==> src/design/ffba_pkg.sv <==
package ffba_pkg;

  // Pool geometry.
  localparam int NUM_BLOCKS  = 64;
  localparam int BLOCK_BYTES = 32;

  // Derived widths. A run length or pointer needs one bit more than a block index.
  localparam int IDX_W  = $clog2(NUM_BLOCKS);
  localparam int CNT_W  = IDX_W + 1;
  localparam int SIZE_W = 16;
  localparam int OFF_W  = 11;
  localparam int ERR_W  = 2;
  localparam int USED_W = 7;

  localparam logic [ERR_W-1:0] ERR_NONE          = 2'd0;
  localparam logic [ERR_W-1:0] ERR_OUT_OF_MEMORY = 2'd1;
  localparam logic [ERR_W-1:0] ERR_NO_FIT        = 2'd2;

  localparam logic REQ_ALLOC = 1'b0;
  localparam logic REQ_FREE  = 1'b1;

  typedef struct packed {
    logic              req_type;
    logic [SIZE_W-1:0] size_bytes;
    logic [OFF_W-1:0]  free_offset;
  } in_t;

  typedef struct packed {
    logic              granted;
    logic [OFF_W-1:0]  alloc_offset;
    logic [ERR_W-1:0]  error_code;
    logic [USED_W-1:0] used_count;
  } out_t;

  // Access request from the sequencer to the block map.
  typedef struct packed {
    logic [IDX_W-1:0] rd_addr;
    logic             wr_en;
    logic [IDX_W-1:0] wr_addr;
    logic [CNT_W-1:0] wr_data;
  } map_req_t;

endpackage

==> src/design/ffba_ram.sv <==
module ffba_ram #(
  parameter int WIDTH = 8,
  parameter int DEPTH = 64
) (
  input  logic                     clk_i,
  input  logic                     wr_en_i,
  input  logic [$clog2(DEPTH)-1:0] wr_addr_i,
  input  logic [WIDTH-1:0]         wr_data_i,
  input  logic [$clog2(DEPTH)-1:0] rd_addr_i,
  output logic [WIDTH-1:0]         rd_data_o
);

  logic [WIDTH-1:0] mem_q [DEPTH];
  logic [WIDTH-1:0] rd_data_q;

  always_ff @(posedge clk_i) begin
    if (wr_en_i) begin
      mem_q[wr_addr_i] <= wr_data_i;
    end
    rd_data_q <= mem_q[rd_addr_i];
  end

  assign rd_data_o = rd_data_q;

endmodule

==> src/design/ffba_map.sv <==
module ffba_map (
  input  logic                     clk_i,
  input  logic                     rst_ni,
  input  ffba_pkg::map_req_t       req_i,
  output logic [ffba_pkg::CNT_W-1:0] rd_data_o
);
  import ffba_pkg::*;

  // One valid flag per entry stands in for clearing the RAM at reset.
  logic [NUM_BLOCKS-1:0] valid_q;
  logic                  rd_valid_q;
  logic [CNT_W-1:0]      ram_rd_data;

  ffba_ram #(
    .WIDTH (CNT_W),
    .DEPTH (NUM_BLOCKS)
  ) u_ram (
    .clk_i     (clk_i),
    .wr_en_i   (req_i.wr_en),
    .wr_addr_i (req_i.wr_addr),
    .wr_data_i (req_i.wr_data),
    .rd_addr_i (req_i.rd_addr),
    .rd_data_o (ram_rd_data)
  );

  always_ff @(posedge clk_i or negedge rst_ni) begin
    if (!rst_ni) begin
      valid_q    <= '0;
      rd_valid_q <= 1'b0;
    end else begin
      if (req_i.wr_en) begin
        valid_q[req_i.wr_addr] <= 1'b1;
      end
      rd_valid_q <= valid_q[req_i.rd_addr];
    end
  end

  // An entry never written since reset reads as free.
  assign rd_data_o = rd_valid_q ? ram_rd_data : '0;

endmodule

==> src/design/first_fit_block_allocator_core.sv <==
// First-fit block allocator over a pool of NUM_BLOCKS blocks of BLOCK_BYTES bytes.
// Requests arrive on the input channel (in_valid_i / in_stall_o); a transfer
// happens on a clock edge with valid high and stall low. Each request yields
// exactly one result on the output channel (out_valid_o / out_stall_i).
// An allocate rounds its size up to a block count and scans the block map from
// block 0, one entry per cycle through the map RAM's registered read port, for
// the first free run of that length; it then marks the run one entry per cycle.
// A free reads the run length at its block and clears that many entries one per
// cycle, stopping at the end of the map.
// Only one request is in flight; in_stall_o stays high until the result has
// been loaded into the output register, so the next request can be taken while
// a finished result still waits for the receiver. A new request is therefore
// taken only once the previous result has reached the output register.
// A stalled result holds its value until it is taken.
// Reset clears the used tally and the per-entry valid flags, so the whole map
// reads as free right after reset; no clearing pass is needed.
module first_fit_block_allocator_core (
  input  logic           clk_i,
  input  logic           rst_ni,
  input  logic           in_valid_i,
  output logic           in_stall_o,
  input  ffba_pkg::in_t  in_payload_i,
  output logic           out_valid_o,
  input  logic           out_stall_i,
  output ffba_pkg::out_t out_payload_o
);
  import ffba_pkg::*;

  localparam logic [2:0] S_IDLE = 3'd0;
  localparam logic [2:0] S_SCAN = 3'd1;
  localparam logic [2:0] S_MARK = 3'd2;
  localparam logic [2:0] S_FRD  = 3'd3;
  localparam logic [2:0] S_FCLR = 3'd4;
  localparam logic [2:0] S_OUT  = 3'd5;

  logic [2:0]       state_q, state_d;
  logic [CNT_W-1:0] used_q, used_d;
  logic [CNT_W-1:0] count_q, count_d;
  logic [CNT_W-1:0] rd_idx_q, rd_idx_d;
  logic             pend_q, pend_d;
  logic [IDX_W-1:0] pidx_q, pidx_d;
  logic [CNT_W-1:0] run_q, run_d;
  logic [CNT_W-1:0] ptr_q, ptr_d;
  logic [CNT_W-1:0] rem_q, rem_d;
  logic [IDX_W-1:0] start_q, start_d;
  logic             res_grant_q, res_grant_d;
  logic [ERR_W-1:0] res_err_q, res_err_d;
  logic [OFF_W-1:0] res_off_q, res_off_d;
  logic             out_valid_q, out_valid_d;
  out_t             out_q, out_d;

  map_req_t         map_req;
  logic [CNT_W-1:0] map_rd_data;

  logic [SIZE_W:0]  size_sum;
  logic [SIZE_W:0]  req_count;
  logic [OFF_W-1:0] free_idx;
  logic [CNT_W-1:0] run_next;
  logic [CNT_W:0]   used_sum;
  logic             in_xfer;
  logic             out_free;

  ffba_map u_map (
    .clk_i     (clk_i),
    .rst_ni    (rst_ni),
    .req_i     (map_req),
    .rd_data_o (map_rd_data)
  );

  assign in_stall_o = (state_q != S_IDLE);
  assign in_xfer    = in_valid_i && !in_stall_o;
  assign out_free   = !out_valid_q || !out_stall_i;

  // Block count of an allocate; the divisor is a constant.
  assign size_sum  = {1'b0, in_payload_i.size_bytes} + (SIZE_W + 1)'(BLOCK_BYTES - 1);
  assign req_count = (SIZE_W + 1)'(size_sum / BLOCK_BYTES);
  assign free_idx  = OFF_W'(in_payload_i.free_offset / BLOCK_BYTES);

  // The scan step unit: run length after the entry that just came back.
  assign run_next = (map_rd_data == '0) ? run_q + CNT_W'(1) : '0;
  assign used_sum = {1'b0, used_q} + {1'b0, count_q};

  always_comb begin
    state_d     = state_q;
    used_d      = used_q;
    count_d     = count_q;
    rd_idx_d    = rd_idx_q;
    pend_d      = pend_q;
    pidx_d      = pidx_q;
    run_d       = run_q;
    ptr_d       = ptr_q;
    rem_d       = rem_q;
    start_d     = start_q;
    res_grant_d = res_grant_q;
    res_err_d   = res_err_q;
    res_off_d   = res_off_q;
    out_valid_d = out_valid_q && out_stall_i;
    out_d       = out_q;

    map_req         = '0;
    map_req.rd_addr = rd_idx_q[IDX_W-1:0];
    map_req.wr_addr = ptr_q[IDX_W-1:0];

    unique case (state_q)
      S_IDLE: begin
        map_req.rd_addr = free_idx[IDX_W-1:0];
        if (in_xfer) begin
          res_grant_d = 1'b0;
          res_err_d   = ERR_NONE;
          res_off_d   = '0;
          if (in_payload_i.req_type == REQ_ALLOC) begin
            if (in_payload_i.size_bytes == '0) begin
              res_err_d = ERR_NO_FIT;
              state_d   = S_OUT;
            end else if (used_q >= CNT_W'(NUM_BLOCKS)) begin
              res_err_d = ERR_OUT_OF_MEMORY;
              state_d   = S_OUT;
            end else if (req_count > (SIZE_W + 1)'(NUM_BLOCKS)) begin
              res_err_d = ERR_NO_FIT;
              state_d   = S_OUT;
            end else begin
              count_d  = CNT_W'(req_count);
              rd_idx_d = '0;
              pend_d   = 1'b0;
              run_d    = '0;
              state_d  = S_SCAN;
            end
          end else begin
            if (free_idx >= OFF_W'(NUM_BLOCKS)) begin
              state_d = S_OUT;
            end else begin
              ptr_d   = CNT_W'(free_idx);
              state_d = S_FRD;
            end
          end
        end
      end

      S_SCAN: begin
        // Issue the next read while checking the entry read last cycle.
        if (rd_idx_q < CNT_W'(NUM_BLOCKS)) begin
          rd_idx_d = rd_idx_q + CNT_W'(1);
          pend_d   = 1'b1;
          pidx_d   = rd_idx_q[IDX_W-1:0];
        end else begin
          pend_d = 1'b0;
        end
        if (pend_q) begin
          run_d = run_next;
          if (run_next == count_q) begin
            start_d = IDX_W'({1'b0, pidx_q} + CNT_W'(1) - count_q);
            ptr_d   = {1'b0, pidx_q} + CNT_W'(1) - count_q;
            rem_d   = count_q;
            state_d = S_MARK;
          end
        end else if (rd_idx_q >= CNT_W'(NUM_BLOCKS)) begin
          res_err_d = ERR_NO_FIT;
          state_d   = S_OUT;
        end
      end

      S_MARK: begin
        map_req.wr_en   = 1'b1;
        map_req.wr_data = count_q;
        ptr_d           = ptr_q + CNT_W'(1);
        rem_d           = rem_q - CNT_W'(1);
        if (rem_q == CNT_W'(1)) begin
          used_d      = (used_sum > (CNT_W + 1)'(NUM_BLOCKS)) ? CNT_W'(NUM_BLOCKS)
                                                              : CNT_W'(used_sum);
          res_grant_d = 1'b1;
          res_off_d   = OFF_W'(32'(start_q) * 32'(BLOCK_BYTES));
          state_d     = S_OUT;
        end
      end

      S_FRD: begin
        // The run length at the freed block is on the read port now.
        used_d      = (used_q > map_rd_data) ? used_q - map_rd_data : '0;
        rem_d       = map_rd_data;
        res_grant_d = 1'b1;
        if (map_rd_data == '0) begin
          state_d = S_OUT;
        end else begin
          state_d = S_FCLR;
        end
      end

      S_FCLR: begin
        map_req.wr_en   = 1'b1;
        map_req.wr_data = '0;
        ptr_d           = ptr_q + CNT_W'(1);
        rem_d           = rem_q - CNT_W'(1);
        if (rem_q == CNT_W'(1) || ptr_q + CNT_W'(1) >= CNT_W'(NUM_BLOCKS)) begin
          state_d = S_OUT;
        end
      end

      S_OUT: begin
        if (out_free) begin
          out_valid_d        = 1'b1;
          out_d.granted      = res_grant_q;
          out_d.alloc_offset = res_off_q;
          out_d.error_code   = res_err_q;
          out_d.used_count   = USED_W'(used_q);
          state_d            = S_IDLE;
        end
      end

      default: begin
        state_d = S_IDLE;
      end
    endcase
  end

  always_ff @(posedge clk_i or negedge rst_ni) begin
    if (!rst_ni) begin
      state_q     <= S_IDLE;
      used_q      <= '0;
      pend_q      <= 1'b0;
      out_valid_q <= 1'b0;
    end else begin
      state_q     <= state_d;
      used_q      <= used_d;
      pend_q      <= pend_d;
      out_valid_q <= out_valid_d;
    end
  end

  always_ff @(posedge clk_i) begin
    count_q     <= count_d;
    rd_idx_q    <= rd_idx_d;
    pidx_q      <= pidx_d;
    run_q       <= run_d;
    ptr_q       <= ptr_d;
    rem_q       <= rem_d;
    start_q     <= start_d;
    res_grant_q <= res_grant_d;
    res_err_q   <= res_err_d;
    res_off_q   <= res_off_d;
    out_q       <= out_d;
  end

  assign out_valid_o   = out_valid_q;
  assign out_payload_o = out_q;

  // The used tally never exceeds the pool size.
  assert property (@(posedge clk_i) disable iff (!rst_ni)
    used_q <= CNT_W'(NUM_BLOCKS))
    else $error("used tally above pool size");

  // A marking or clearing walk always has entries left to visit.
  assert property (@(posedge clk_i) disable iff (!rst_ni)
    (state_q == S_MARK || state_q == S_FCLR) |-> rem_q != '0)
    else $error("walk with no entries left");

  // During a scan the checked entry trails the issued read by exactly one.
  assert property (@(posedge clk_i) disable iff (!rst_ni)
    (state_q == S_SCAN && pend_q) |-> ({1'b0, pidx_q} + CNT_W'(1) == rd_idx_q))
    else $error("scan read pipeline out of step");

  // A granted result never carries an error code.
  assert property (@(posedge clk_i) disable iff (!rst_ni)
    (out_valid_q && out_q.granted) |-> out_q.error_code == ERR_NONE)
    else $error("granted result with error code");

endmodule

==> config.mk <==
export PLATFORM = sky130hd
export DESIGN_NAME = first_fit_block_allocator_core
export DESIGN_NICKNAME = d
export VERILOG_FILES = /design/src/design/ffba_pkg.sv /design/src/design/ffba_ram.sv /design/src/design/ffba_map.sv /design/src/design/first_fit_block_allocator_core.sv
export SDC_FILE = /design/constraint.sdc
export NUM_CORES = 1
export LEC_CHECK = 0
export BUFFER_PORTS_ARGS = -buffer_cell sky130_fd_sc_hd__buf_2
export CORE_MARGIN = 4
export CORE_UTILIZATION = 35
export DETAILED_ROUTE_END_ITERATION = 8
export PLACE_DENSITY = 0.62
export SYNTH_ARGS = -nofsm -noshare
export SYNTH_HDL_FRONTEND = slang
export SYNTH_SLANG_ARGS = --single-unit
==> constraint.sdc <==
create_clock -name clk_i -period 5.26 [get_ports clk_i]
set_clock_uncertainty 0.2 [all_clocks]
set_input_delay 0.263 -clock clk_i [delete_from_list [all_inputs] [get_ports clk_i]]
set_output_delay 0.263 -clock clk_i [all_outputs]
set_load 0.01 [all_outputs]
==> results of run 1 <==
==> timing repair <==
action	CTS	global route
hold buffers	25	0
endpoints found under the setup margin	0	0
endpoints found under the hold margin	54	0
==> registers in the layout, indices dropped and copies added (netlist names), 7 cells and up <==
register and count:
out_payload_o 16, u_map.u_ram.mem_q 448, ptr_q 7, count_q 7
used_q 7, rd_idx_q 7, run_q 7, u_map.u_ram.rd_data_o 7
u_map.valid_q 64, rem_q 7
==> synth_stat cells (all sizes together) (3+ instances only) <==
library cell  number
mux2i             69
inv               28
nor2b              5
a31oi             98
dfxtp              7
a211oi             4
o21bai             4
dfrtp             77
a21oi             16
a221o              4
a32oi             65
nor3              19
buf               56
edfxtp           520
or2               68
and3              43
nand2b             3
nand3b            12
fa                 3
ha                30
nor3b              8
o31ai              7
nand4              9
nor4               4
or3               11
mux2               3
nor2             107
a22oi             13
xnor2             20
nand3             86
nand2            437
a21o               5
o21a               3
clkbuf            49
o21ai             35
xor2              14
==> power by group <==
part	total (mW)	internal, mW	switching (mW)
clock	4.14	2.37	1.77
sequential	6.22	5.79	0.426
combinational	4.97	1.76	3.21
==> logic make-up after synthesis <==
| logic type | Yosys count |
|---|---|
| AND/OR/NAND/NOR | 822 |
| flip-flops | 604 |
| AO/OA/AOI/OAI | 273 |
| buffers and inverters | 133 |
| multiplexers | 72 |
| XOR/XNOR | 34 |
| adder cells (fa/ha/maj) | 33 |
| other | 1 |
==> critical path, delay by kind of cell, from the launching register on <==
family	cells	cell delay, ns
and+or+nand+nor	4	2.39
DFF	1	0.73
AOI/OAI and AO/OA	1	0.41
==> per-stage QoR <==
step	utilization	setup slack [ns]	hold slack, ns
after floorplan	-	1.03	-0.233
after global placement	0.373	1.39	0.0988
after detailed placement	0.373	1.27	0.102
after CTS	0.403	1.22	0.0213
after global routing	0.403	0.939	0.0588
final	0.403	1.14	0.0540
==> area by class of cell <==
class	instances	area, um2
multi-input combinational	1239	7200
sequential	604	17700
inverter	28	105
tap	950	1190
timing repair buffer	112	831
fill	6598	42800
antenna	2	5.00
clock buffer	84	1640
clock inverter	26	260
==> layer usage <==
metal  routed length, um  GRT usage  vias to the layer above
met3                4410     0.0303                      106
met1               27100      0.218                     8249
met2               30600      0.268                      566
met5                   0          0                        -
met4                1430     0.0408                        0
li1                    -          -                     7427
==> how the worst max path moves through the flow <==
stage / start / endpoint / slack [ns] / cells past startpoint
3_5_place_dp: state_q[1] / u_map.u_ram.mem_q[62][4] / 1.27 / 5
2_1_floorplan: state_q[0] / u_map.u_ram.mem_q[0][1] / 1.03 / 3
6_report: state_q[1] / u_map.u_ram.mem_q[62][0] / 1.14 / 5
3_3_place_gp: state_q[1] / u_map.u_ram.mem_q[54][1] / 1.39 / 5
5_1_grt: state_q[1] / u_map.u_ram.mem_q[46][6] / 0.94 / 5
4_1_cts: state_q[1] / u_map.u_ram.mem_q[54][4] / 1.22 / 5
==> qor.csv, run 1 <==
stage;metric;value;unit
status;status;finished clean;
global_routing;first_global_vias;15800;
logic_synthesis;post_synth_and_or_nand_nor_area_fraction;0.146;
cells_and_area;final_common_cell;sky130_fd_sc_hd__edfxtp_1;
setup_path;worst_path_max_delay_cell;sky130_fd_sc_hd__nor2_1;
logic_synthesis;synth_top_cell_area_share;0.615;
logic_synthesis;synth_cell_types;64;
route;drt_first_iter_violations;1638;
route;post-route-drc-count;0;
power;power-per-cell-area;530;nW/um2
power;worst_ir_drop_vdd;0.290;mV
logic_synthesis;yosys.area_share.adder;0.0171;
logic_synthesis;synth_compound_gate_area_share;0.0757;
setup_path;critical_path_class;reg2reg;
clock_network;number_of_cells_upsized_or_downsized_after_cts;0;
logic_synthesis;yosys-top-cells-area;sky130_fd_sc_hd__edfxtp_1, sky130_fd_sc_hd__dfrtp_1, sky130_fd_sc_hd__nand2_1, sky130_fd_sc_hd__mux2i_1, sky130_fd_sc_hd__a31oi_1;
timing;slew-limit-headroom;0.161;
floorplanning;die-height;277;um
logic_synthesis;synth_top_family_by_area;simple AND/OR/NAND/NOR gates;
setup_path;r2r-end;u_map.u_ram.mem_q[62][0];
hold_path;timing.hold.worst.start;in_valid_i;
clock_network;post-cts-setup-buffer-count;0;
timing;finalCriticalPeriod;4.12;ns
cells_and_area;layout.cell_area.non_filler;28900;um2
floorplanning;chipWidth;277;um
timing;fin_crit_sh;0.784;
cells_and_area;layout_common_cells;sky130_fd_sc_hd__edfxtp_1, sky130_fd_sc_hd__nand2_1, sky130_fd_sc_hd__nor2_1;
cells_and_area;finish.net_count;2109;
route;average_wire_per_cell_in_the_routed_design;20.9;um
timing;final_hold_viol_count;0;
place;place.port_buffers;44;
global_routing;grt_usage;0.161;
route;routed_wl;63.5;mm
power;p_leak;10.6;nW
logic_synthesis;synthesized_area_divided_by_synthesized_cell_count;12.9;um2
floorplanning;core_area;71700;um2
route;ant_nets;0;
cells_and_area;area_delta_synth_final;13.8;%
logic_synthesis;synth.largest_area_cell;sky130_fd_sc_hd__edfxtp_1;
hold_path;hold_path.class;in2reg;
floorplanning;number_of_top_level_pins;55;
place;post-dp-hpwl;39.9;mm
global_routing;antenna_found_initial;3;
place;finalWeightedCongestion;0.841;
setup_path;critical_path.endpoint_type;register;
logic_synthesis;synth.yosys.warnings;0;
clock_network;cts-buffers-inserted;59;
clock_network;clk_transition_reported_paths;0.06;ns
global_routing;grt_max_degree;65;
clock_network;cts_max_path_bufs;3;
floorplanning;dieArea;77000;um2
hold_path;hold-path-endpoint;res_err_q[1];
route;drt-vias-per-instance;5.37;
floorplanning;start_util;0.354;
cells_and_area;count_of_placed_standard_cells_in_the_final_layout_fillers_left_out;3045;
flow_run;max-cap-violations;0;
timing;rsz0062_at_grt;false;
timing;final-max-slew-violation-count;0;
logic_synthesis;synth_seq_cells;604;
setup_path;max_stage_delay;0.91;ns
logic_synthesis;synth_edf_count;520;
setup_path;startpoint_type;register;
global_routing;globalRouteOverflowTotal;0;
logic_synthesis;synth_cells;1972;
place;post-place-cells;2908;
floorplanning;row_count;98;
setup_path;worstPathRequired;5.31;ns
setup_path;regToRegStartpoint;state_q[1];
logic_synthesis;seq_area_frac_synth;0.696;
setup_path;cp.arrival;4.18;ns
setup_path;timing.reg2reg.worst_path_depth;5;
setup_path;worstPathMaxFanout;18;
logic_synthesis;synthXorXnorAreaFrac;0.0117;
route;num_vias;16300;
logic_synthesis;ys_async_sr_fraction;0.127;
power;totalPowerFinal;15.3;mW
clock_network;clock_tree_from_tritoncts;built;
global_routing;grt_first_pass_wirelength;96.5;mm
clock_network;cts_root_buffer;sky130_fd_sc_hd__clkbuf_16;
route;first_pass_iters;5;
timing;final.setup.tns;0;ns
clock_network;clock_sink_count;604;
cells_and_area;drive_gt1_frac;0.125;
timing;worstMarginPinSlew;1.25;ns
setup_path;worst_path_most_repeated_cell;sky130_fd_sc_hd__nor2_1;
logic_synthesis;synth.mux.area_fraction;0.0288;
place;placed_cell_area;26700;um2
logic_synthesis;mappedNetlistArea;25400;um2
timing;peak_clock_frequency_supported_by_timing;243;MHz
clock_network;cts.htree.levels;2;
timing;setup_viol;0;
clock_network;worst_skew_pair.late_latency;0.63;ns
setup_path;crit_chain;nand2b_1, a21o_1, nor2_1, nand3_1, nor2_1;
hold_path;worst_hold_path_depth;3;
setup_path;r2r_setup_slack;1.14;ns
logic_synthesis;yosys_most_used_dff;sky130_fd_sc_hd__edfxtp_1;
Note: power is estimated with default switching activity, not from simulation.
==> run 2: changes to the inputs <==
--- a/config.mk
+++ b/config.mk
@@ -5,6 +5,7 @@
 export SDC_FILE = /design/constraint.sdc
 export NUM_CORES = 1
 export LEC_CHECK = 0
+export ABC_AREA = 1
 export BUFFER_PORTS_ARGS = -buffer_cell sky130_fd_sc_hd__buf_2
 export CORE_MARGIN = 4
 export CORE_UTILIZATION = 35
==> constraint.sdc (replaced) <==
create_clock -name clk_i -period 4.12 [get_ports clk_i]
set_clock_uncertainty 0.2 [all_clocks]
set_input_delay 0.206 -clock clk_i [delete_from_list [all_inputs] [get_ports clk_i]]
set_output_delay 0.206 -clock clk_i [all_outputs]
set_load 0.01 [all_outputs]
==> run 2 against run 1 <==
  * Count of clock-buffer cells in the layout down 7
  * Cell count rose by 24%
  * Highest routed layer unchanged
  * Sequential share of layout area fell by 4.1 points
  * Register-to-register slack worse by 0.47 ns
  * Power is 56% higher
  * Routed wire length rose by 6.8%
  * Clock power rose by 42%
  * Synthesized area is 6.3% higher
  * Flip-flop and latch count is the same
  * Combinational power grew 110%
  * Synthesized cell count rose by 33%
==> qor.csv, run 2 <==
stage;metric;value;unit
status;status;finished clean;
setup_path;r2r_setup_slack;0.67;ns
timing;slew-limit-headroom;0.327;
clock_network;cts.htree.levels;2;
setup_path;crit_chain;nor2_1, inv_1, nor2_1, nor2_4, inv_2, nand4_1, buf_4, nor2_1;
floorplanning;row_count;101;
floorplanning;dieArea;81700;um2
route;post-route-drc-count;0;
clock_network;cts_max_path_bufs;3;
timing;setup_viol;0;
setup_path;startpoint_type;register;
setup_path;worst_path_most_repeated_cell;sky130_fd_sc_hd__nor2_1;
logic_synthesis;synth.yosys.warnings;0;
floorplanning;core_area;76200;um2
global_routing;grt_max_degree;129;
timing;finalHoldWorstSlack;0.0859;ns
hold_path;worst_hold_path_depth;6;
clock_network;clock_tree_from_tritoncts;built;
logic_synthesis;mappedNetlistArea;27000;um2
floorplanning;start_util;0.355;
timing;finalCriticalPeriod;3.45;ns
logic_synthesis;synth_cell_types;41;
logic_synthesis;synthXorXnorAreaFrac;0.00486;
clock_network;clk_transition_reported_paths;0.07;ns
setup_path;worstSetupPathDepth;8;
global_routing;first_global_vias;17800;
logic_synthesis;synth_top_cell_area_share;0.578;
timing;final.setup.tns;0;ns
clock_network;cts_root_buffer;sky130_fd_sc_hd__clkbuf_16;
timing;final_hold_viol_count;0;
global_routing;antenna_found_initial;2;
route;drt_first_iter_violations;1827;
clock_network;cts-buffers-inserted;60;
cells_and_area;finish.net_count;2747;
logic_synthesis;synth.mux.area_fraction;0;
logic_synthesis;synth_compound_gate_area_share;0.0528;
timing;peak_clock_frequency_supported_by_timing;289;MHz
timing;final-max-slew-violation-count;0;
clock_network;worst_skew_pair.late_latency;0.66;ns
place;placed_cell_area;28500;um2
timing;worstMarginPinSlew;1.01;ns
setup_path;timing.critical_path.max_delay_family;simple AND/OR/NAND/NOR gates;
cells_and_area;drive_gt1_frac;0.0903;
logic_synthesis;synth_cells;2619;
cells_and_area;layout.cell_area.non_filler;31000;um2
route;ant_nets;0;
timing;setup_ws;0.666;ns
cells_and_area;max_ffs_per_register;448;
cells_and_area;fin_util;0.407;
cells_and_area;count_of_placed_standard_cells_in_the_final_layout_fillers_left_out;3764;
cells_and_area;layout_common_cells;sky130_fd_sc_hd__nand2_1, sky130_fd_sc_hd__edfxtp_1, sky130_fd_sc_hd__nand3_1;
place;post-place-cells;3619;
logic_synthesis;synth_most_common_cell;sky130_fd_sc_hd__nand2_1;
floorplanning;chipWidth;286;um
logic_synthesis;yosys.area_share.adder;0.0161;
clock_network;clock_sink_count;604;
place;place_ws;0.792;ns
route;drt-vias-per-instance;4.95;
logic_synthesis;seq_area_frac_synth;0.654;
logic_synthesis;yosys_most_used_dff;sky130_fd_sc_hd__edfxtp_1;
place;finalWeightedCongestion;0.858;
setup_path;worstPathRequired;4.16;ns
power;p_leak;12.4;nW
timing;fin_crit_sh;0.838;
setup_path;cp.buffers_inverters;3;
logic_synthesis;synth_edf_count;520;
cells_and_area;ant_cells;0;
global_routing;globalRouteOverflowTotal;0;
logic_synthesis;synth.largest_area_cell;sky130_fd_sc_hd__edfxtp_1;
route;routed_wl;67.9;mm
logic_synthesis;yosys-top-cells-area;sky130_fd_sc_hd__edfxtp_1, sky130_fd_sc_hd__nand2_1, sky130_fd_sc_hd__dfrtp_1, sky130_fd_sc_hd__nand3_1, sky130_fd_sc_hd__inv_1;
power;totalPowerFinal;23.9;mW
hold_path;hold_path.class;in2reg;
cells_and_area;final_common_cell;sky130_fd_sc_hd__nand2_1;
setup_path;worstPathMaxFanout;17;
global_routing;grt_first_pass_wirelength;104;mm
global_routing;grt_usage;0.162;
cells_and_area;fill_cells;7209;
cells_and_area;area_delta_synth_final;14.7;%
cells_and_area;top_register;u_map.u_ram.mem_q;
route;first_pass_iters;6;
place;post-dp-hpwl;41.1;mm
setup_path;max_stage_delay;0.62;ns
timing;rsz0062_at_grt;false;
place;place.port_buffers;44;
logic_synthesis;synth_seq_cells;604;
setup_path;cp.arrival;3.50;ns
logic_synthesis;post_synth_and_or_nand_nor_area_fraction;0.209;
setup_path;worst_path_max_delay_cell;sky130_fd_sc_hd__nor2_1;
floorplanning;number_of_top_level_pins;55;
floorplanning;die-height;286;um
power;power-per-cell-area;772;nW/um2
power;worst_ir_drop_vdd;0.745;mV
route;average_wire_per_cell_in_the_routed_design;18.0;um
logic_synthesis;synth_commonest_cells;sky130_fd_sc_hd__nand2_1, sky130_fd_sc_hd__edfxtp_1, sky130_fd_sc_hd__nand3_1;
setup_path;timing.reg2reg.worst_path_depth;8;
logic_synthesis;ys_async_sr_fraction;0.127;
flow_run;max-cap-violations;0;
setup_path;critical_path.endpoint_type;register;
setup_path;critical_path_class;reg2reg;
logic_synthesis;synthesized_area_divided_by_synthesized_cell_count;10.3;um2
route;num_vias;18600;
clock_network;number_of_cells_upsized_or_downsized_after_cts;0;
logic_synthesis;synth_top_family_by_area;simple AND/OR/NAND/NOR gates;
==> run 2: changes by cell type after synthesis, sizes merged, moves of 44 or more <==
cell / previous run / this run
mux2i: 69 / 0
a32oi: 65 / 0
buf: 56 / 105
nand3: 86 / 300
a31oi: 98 / 2
o211ai: 2 / 103
inv: 28 / 267
nor2: 107 / 151
nand2: 437 / 833
or2: 68 / 24
==> run 2: worst min-delay path: cells and delay by family <==
family          cells  cell delay [ns]
compound gates      2             0.23
buf+inv             1             0.07
simple gates        3             0.22
==> run 2: path summary, 6_finish.rpt <==
kind	startpoint	endpoint
setup / recovery	state_q[2]	u_map.u_ram.mem_q[45][1]
hold / removal	in_payload_i[14]	res_err_q[1]
setup reg to reg	state_q[2]	u_map.u_ram.mem_q[45][1]
hold reg to reg	res_off_q[10]	out_payload_o[19]
max in group asynchronous	rst_ni	u_map.valid_q[61]
min in group asynchronous	rst_ni	used_q[6]
==> run 2: final cells by class <==
class                           count  area, um2  area share
Clock inverter                     37        502      0.0162
Timing Repair Buffer              127       1090      0.0352
Multi-Input combinational cell   1622       7760       0.250
Sequential cell                   604      17700       0.571
Tap cell                         1030       1290      0.0416
Inverter                          267       1000      0.0324
Clock buffer                       77       1660      0.0534
==> run 2: kinds of logic (layout without fill, tap and decap cells) <==
kind of cell | after synthesis | after routing
buf+inv | 397 | 508
xor+xnor | 15 | 15
fa+ha+maj | 33 | 33
flops | 604 | 604
other cells | 1 | 5
simple gates | 1350 | 1350
compound gates | 219 | 219
==> run 2: routing by layer <==
layer	track usage	wire length [um]	vias up
met4	0.0462	1630	0
met1	0.226	30300	8987
met2	0.269	31800	571
li1	-	-	8969
met5	0	0	-
met3	0.0200	4110	98
==> run 2: repair_timing <==
action	CTS	global route
hold endpoints to repair	75	0
buffers inserted	0	0
hold buffers	31	0
==> run 2: report_power, final <==
part | total, mW | switching [mW] | internal [mW] | leakage [nW]
clock | 5.89 | 2.41 | 3.48 | 1.05
sequential | 7.75 | 0.321 | 7.42 | 5.72
combinational | 10.3 | 7.27 | 3.01 | 5.65
total | 23.9 | 10.0 | 13.9 | 12.4
==> run 3: changes to the inputs <==
--- a/config.mk
+++ b/config.mk
@@ -10,7 +10,7 @@
 export CORE_MARGIN = 4
 export CORE_UTILIZATION = 35
 export DETAILED_ROUTE_END_ITERATION = 8
-export PLACE_DENSITY = 0.62
+export PLACE_DENSITY = 0.63
 export SYNTH_ARGS = -nofsm -noshare
 export SYNTH_HDL_FRONTEND = slang
 export SYNTH_SLANG_ARGS = --single-unit
==> constraint.sdc (replaced) <==
create_clock -name clk_i -period 3 [get_ports clk_i]
set_clock_uncertainty 0.2 [all_clocks]
set_input_delay 0.15 -clock clk_i [delete_from_list [all_inputs] [get_ports clk_i]]
set_output_delay 0.15 -clock clk_i [all_outputs]
set_load 0.01 [all_outputs]
==> run 3 against run 2 <==
  * Via count about the same
  * Combinational power is 40% higher
  * Fmax rose by 24%
  * Cell count is 2.2% higher
  * Core utilization rose by 0.87 points
  * Count of clock-buffer cells in the layout is 4 lower
  * Critical endpoint is now u_map.u_ram.rd_data_o[1]
  * Highest routed layer unchanged
==> qor.csv, run 3 (same netlist as run 2, synthesis figures left out) <==
stage;metric;value;unit
timing;setup_viol;0;
route;first_pass_iters;5;
floorplanning;die-height;286;um
cells_and_area;layout.cell_area.non_filler;31600;um2
setup_path;worstPathRequired;3.36;ns
global_routing;globalRouteOverflowTotal;0;
timing;peak_clock_frequency_supported_by_timing;358;MHz
power;worst_ir_drop_vdd;0.638;mV
global_routing;grt_usage;0.160;
global_routing;first_global_vias;18200;
power;totalPowerFinal;32.9;mW
cells_and_area;final_common_cell;sky130_fd_sc_hd__nand2_1;
global_routing;grt_first_pass_wirelength;103;mm
clock_network;cts_hold_fix_bufs;28;
place;finalWeightedCongestion;0.856;
global_routing;grt_max_degree;77;
place;place_ws;0.112;ns
flow_run;max-cap-violations;0;
cells_and_area;max_ffs_per_register;448;
setup_path;timing.critical_path.max_delay_family;simple AND/OR/NAND/NOR gates;
setup_path;worst_path_max_delay_cell;sky130_fd_sc_hd__dfrtp_1;
timing;fin_crit_sh;0.932;
power;p_switching;13.5;mW
clock_network;cts-buffers-inserted;61;
setup_path;timing.reg2reg.worst_path_depth;12;
clock_network;clk_transition_reported_paths;0.06;ns
cells_and_area;area_delta_synth_final;17.1;%
cells_and_area;finish.net_count;2832;
timing;finalCriticalPeriod;2.80;ns
power;clock_power_share;0.238;
setup_path;worstPathMaxFanout;38;
power;power.share.switching;0.411;
setup_path;critical_path_class;reg2reg;
global_routing;antenna_found_initial;1;
power;power_internal;19.3;mW
setup_path;cp.buffers_inverters;3;
place;post-dp-hpwl;41.3;mm
timing;final_hold_viol_count;0;
timing;slew-limit-headroom;0.329;
place;placed_cell_area;29300;um2
power;p_leak;12.8;nW
setup_path;worstSetupPathDepth;12;
cells_and_area;drive_gt1_frac;0.116;
setup_path;max_stage_delay;0.46;ns
timing;final-max-slew-violation-count;0;
floorplanning;dieArea;81700;um2
power;power-per-cell-area;1040;nW/um2
status;status;finished clean;
setup_path;worst_path_most_repeated_cell;sky130_fd_sc_hd__nand3_1;
hold_path;worst_hold_path_depth;11;
place;post-place-cells;3706;
clock_network;worst_skew_pair.late_latency;0.64;ns
clock_network;clock_tree_from_tritoncts;built;
timing;rsz0062_at_grt;false;
route;routed_wl;66.1;mm
power;part_of_the_total_power_dissipated_in_sequential_elements;0.324;
clock_network;clock_sink_count;604;
cells_and_area;count_of_placed_standard_cells_in_the_final_layout_fillers_left_out;3847;
setup_path;cp.arrival;3.15;ns
route;drt-vias-per-instance;4.84;
floorplanning;row_count;101;
route;drt_first_iter_violations;1310;
route;post-route-drc-count;0;
power;pwr-share-comb;0.438;
clock_network;cts.htree.levels;2;
cells_and_area;top_register;u_map.u_ram.mem_q;
clock_network;cts_root_buffer;sky130_fd_sc_hd__clkbuf_16;
setup_path;cp-endpoint;u_map.u_ram.rd_data_o[1];
floorplanning;number_of_top_level_pins;55;
setup_path;crit_chain;inv_2, nand3_4, nand2_1, o21ai_4, inv_4, buf_12, o211ai_1, nand3_1, nand3_1, nand3_1, nand3_1, nand2_1;
floorplanning;core_area;76200;um2
cells_and_area;layout_common_cells;sky130_fd_sc_hd__nand2_1, sky130_fd_sc_hd__edfxtp_1, sky130_fd_sc_hd__nand3_1;
setup_path;r2r-end;u_map.u_ram.rd_data_o[1];
clock_network;number_of_cells_upsized_or_downsized_after_cts;0;
setup_path;startpoint_type;register;
timing;worstMarginPinSlew;0.999;ns
cells_and_area;fin_util;0.415;
route;average_wire_per_cell_in_the_routed_design;17.2;um
clock_network;post-cts-setup-buffer-count;0;
route;num_vias;18600;
floorplanning;chipWidth;286;um
clock_network;cts_max_path_bufs;3;
cells_and_area;ant_cells;0;
setup_path;r2r_setup_slack;0.20;ns
timing;setup_ws;0.204;ns
setup_path;crit_path_start;state_q[2];
floorplanning;start_util;0.355;
place;place.port_buffers;44;
setup_path;critical_path.endpoint_type;register;
hold_path;hold_path.class;in2reg;
setup_path;regToRegStartpoint;state_q[2];
route;ant_nets;0;
## run 3: through the flow
step	setup TNS (ns)	hold WS (ns)
after floorplan	-189.79	-0.346
after global placement	0	-0.0190
after detailed placement	0	-0.0178
after CTS	0	0.0361
after global routing	0	0.0998
final	0	0.0604
## run 3: routing by layer
metal / vias to the layer above / track usage / share of wire
met4: 0 / 0.0563 / 0.033
met5: - / 0 / 0
met3: 128 / 0.0307 / 0.065
li1: 9130 / - / -
met2: 508 / 0.268 / 0.47
met1: 8864 / 0.208 / 0.43
## run 3: final cells by class
| type | instances | area, um2 |
|---|---|---|
| Clock buffer | 73 | 1570 |
| Clock inverter | 40 | 493 |
| Fill cell | 7151 | 44600 |
| Inverter | 267 | 1000 |
| Multi-Input combinational cell | 1622 | 7760 |
| Sequential cell | 604 | 17700 |
| Tap cell | 1030 | 1290 |
| Timing Repair Buffer | 211 | 1840 |
## run 3: worst min-delay path, stage by stage
cell and delay [ns]:
sky130_fd_sc_hd__buf_2 0.07, sky130_fd_sc_hd__nor2_1 0.03, sky130_fd_sc_hd__nand2_1 0.04, sky130_fd_sc_hd__inv_1 0.05
sky130_fd_sc_hd__nand2_1 0.06, sky130_fd_sc_hd__inv_1 0.09, sky130_fd_sc_hd__nand4_1 0.12, sky130_fd_sc_hd__nand2_1 0.05
sky130_fd_sc_hd__nand2_1 0.07, sky130_fd_sc_hd__nand2_1 0.05, sky130_fd_sc_hd__nand2_1 0.05
## run 3: how the worst min path moves through the flow
stage               slack (ns)                 to              from
finish                    0.06         state_q[2]  in_payload_i[23]
global route               0.1         state_q[2]  in_payload_i[23]
CTS                       0.04         state_q[2]  in_payload_i[23]
detailed placement       -0.02  u_map.valid_q[12]            rst_ni
global placement         -0.02  u_map.valid_q[12]            rst_ni
floorplan                -0.35        out_valid_o            rst_ni
## run 3: power groups by stage
stage | Clock [mW] | Combinational [mW] | Sequential (mW)
global placement | 0 | 14.2 | 10.8
global route | 8.29 | 16.0 | 10.7
finish | 7.81 | 14.4 | 10.6
detailed placement | 0 | 14.3 | 10.8
floorplan | 0 | 9.65 | 10.7
CTS | 7.96 | 14.4 | 10.6
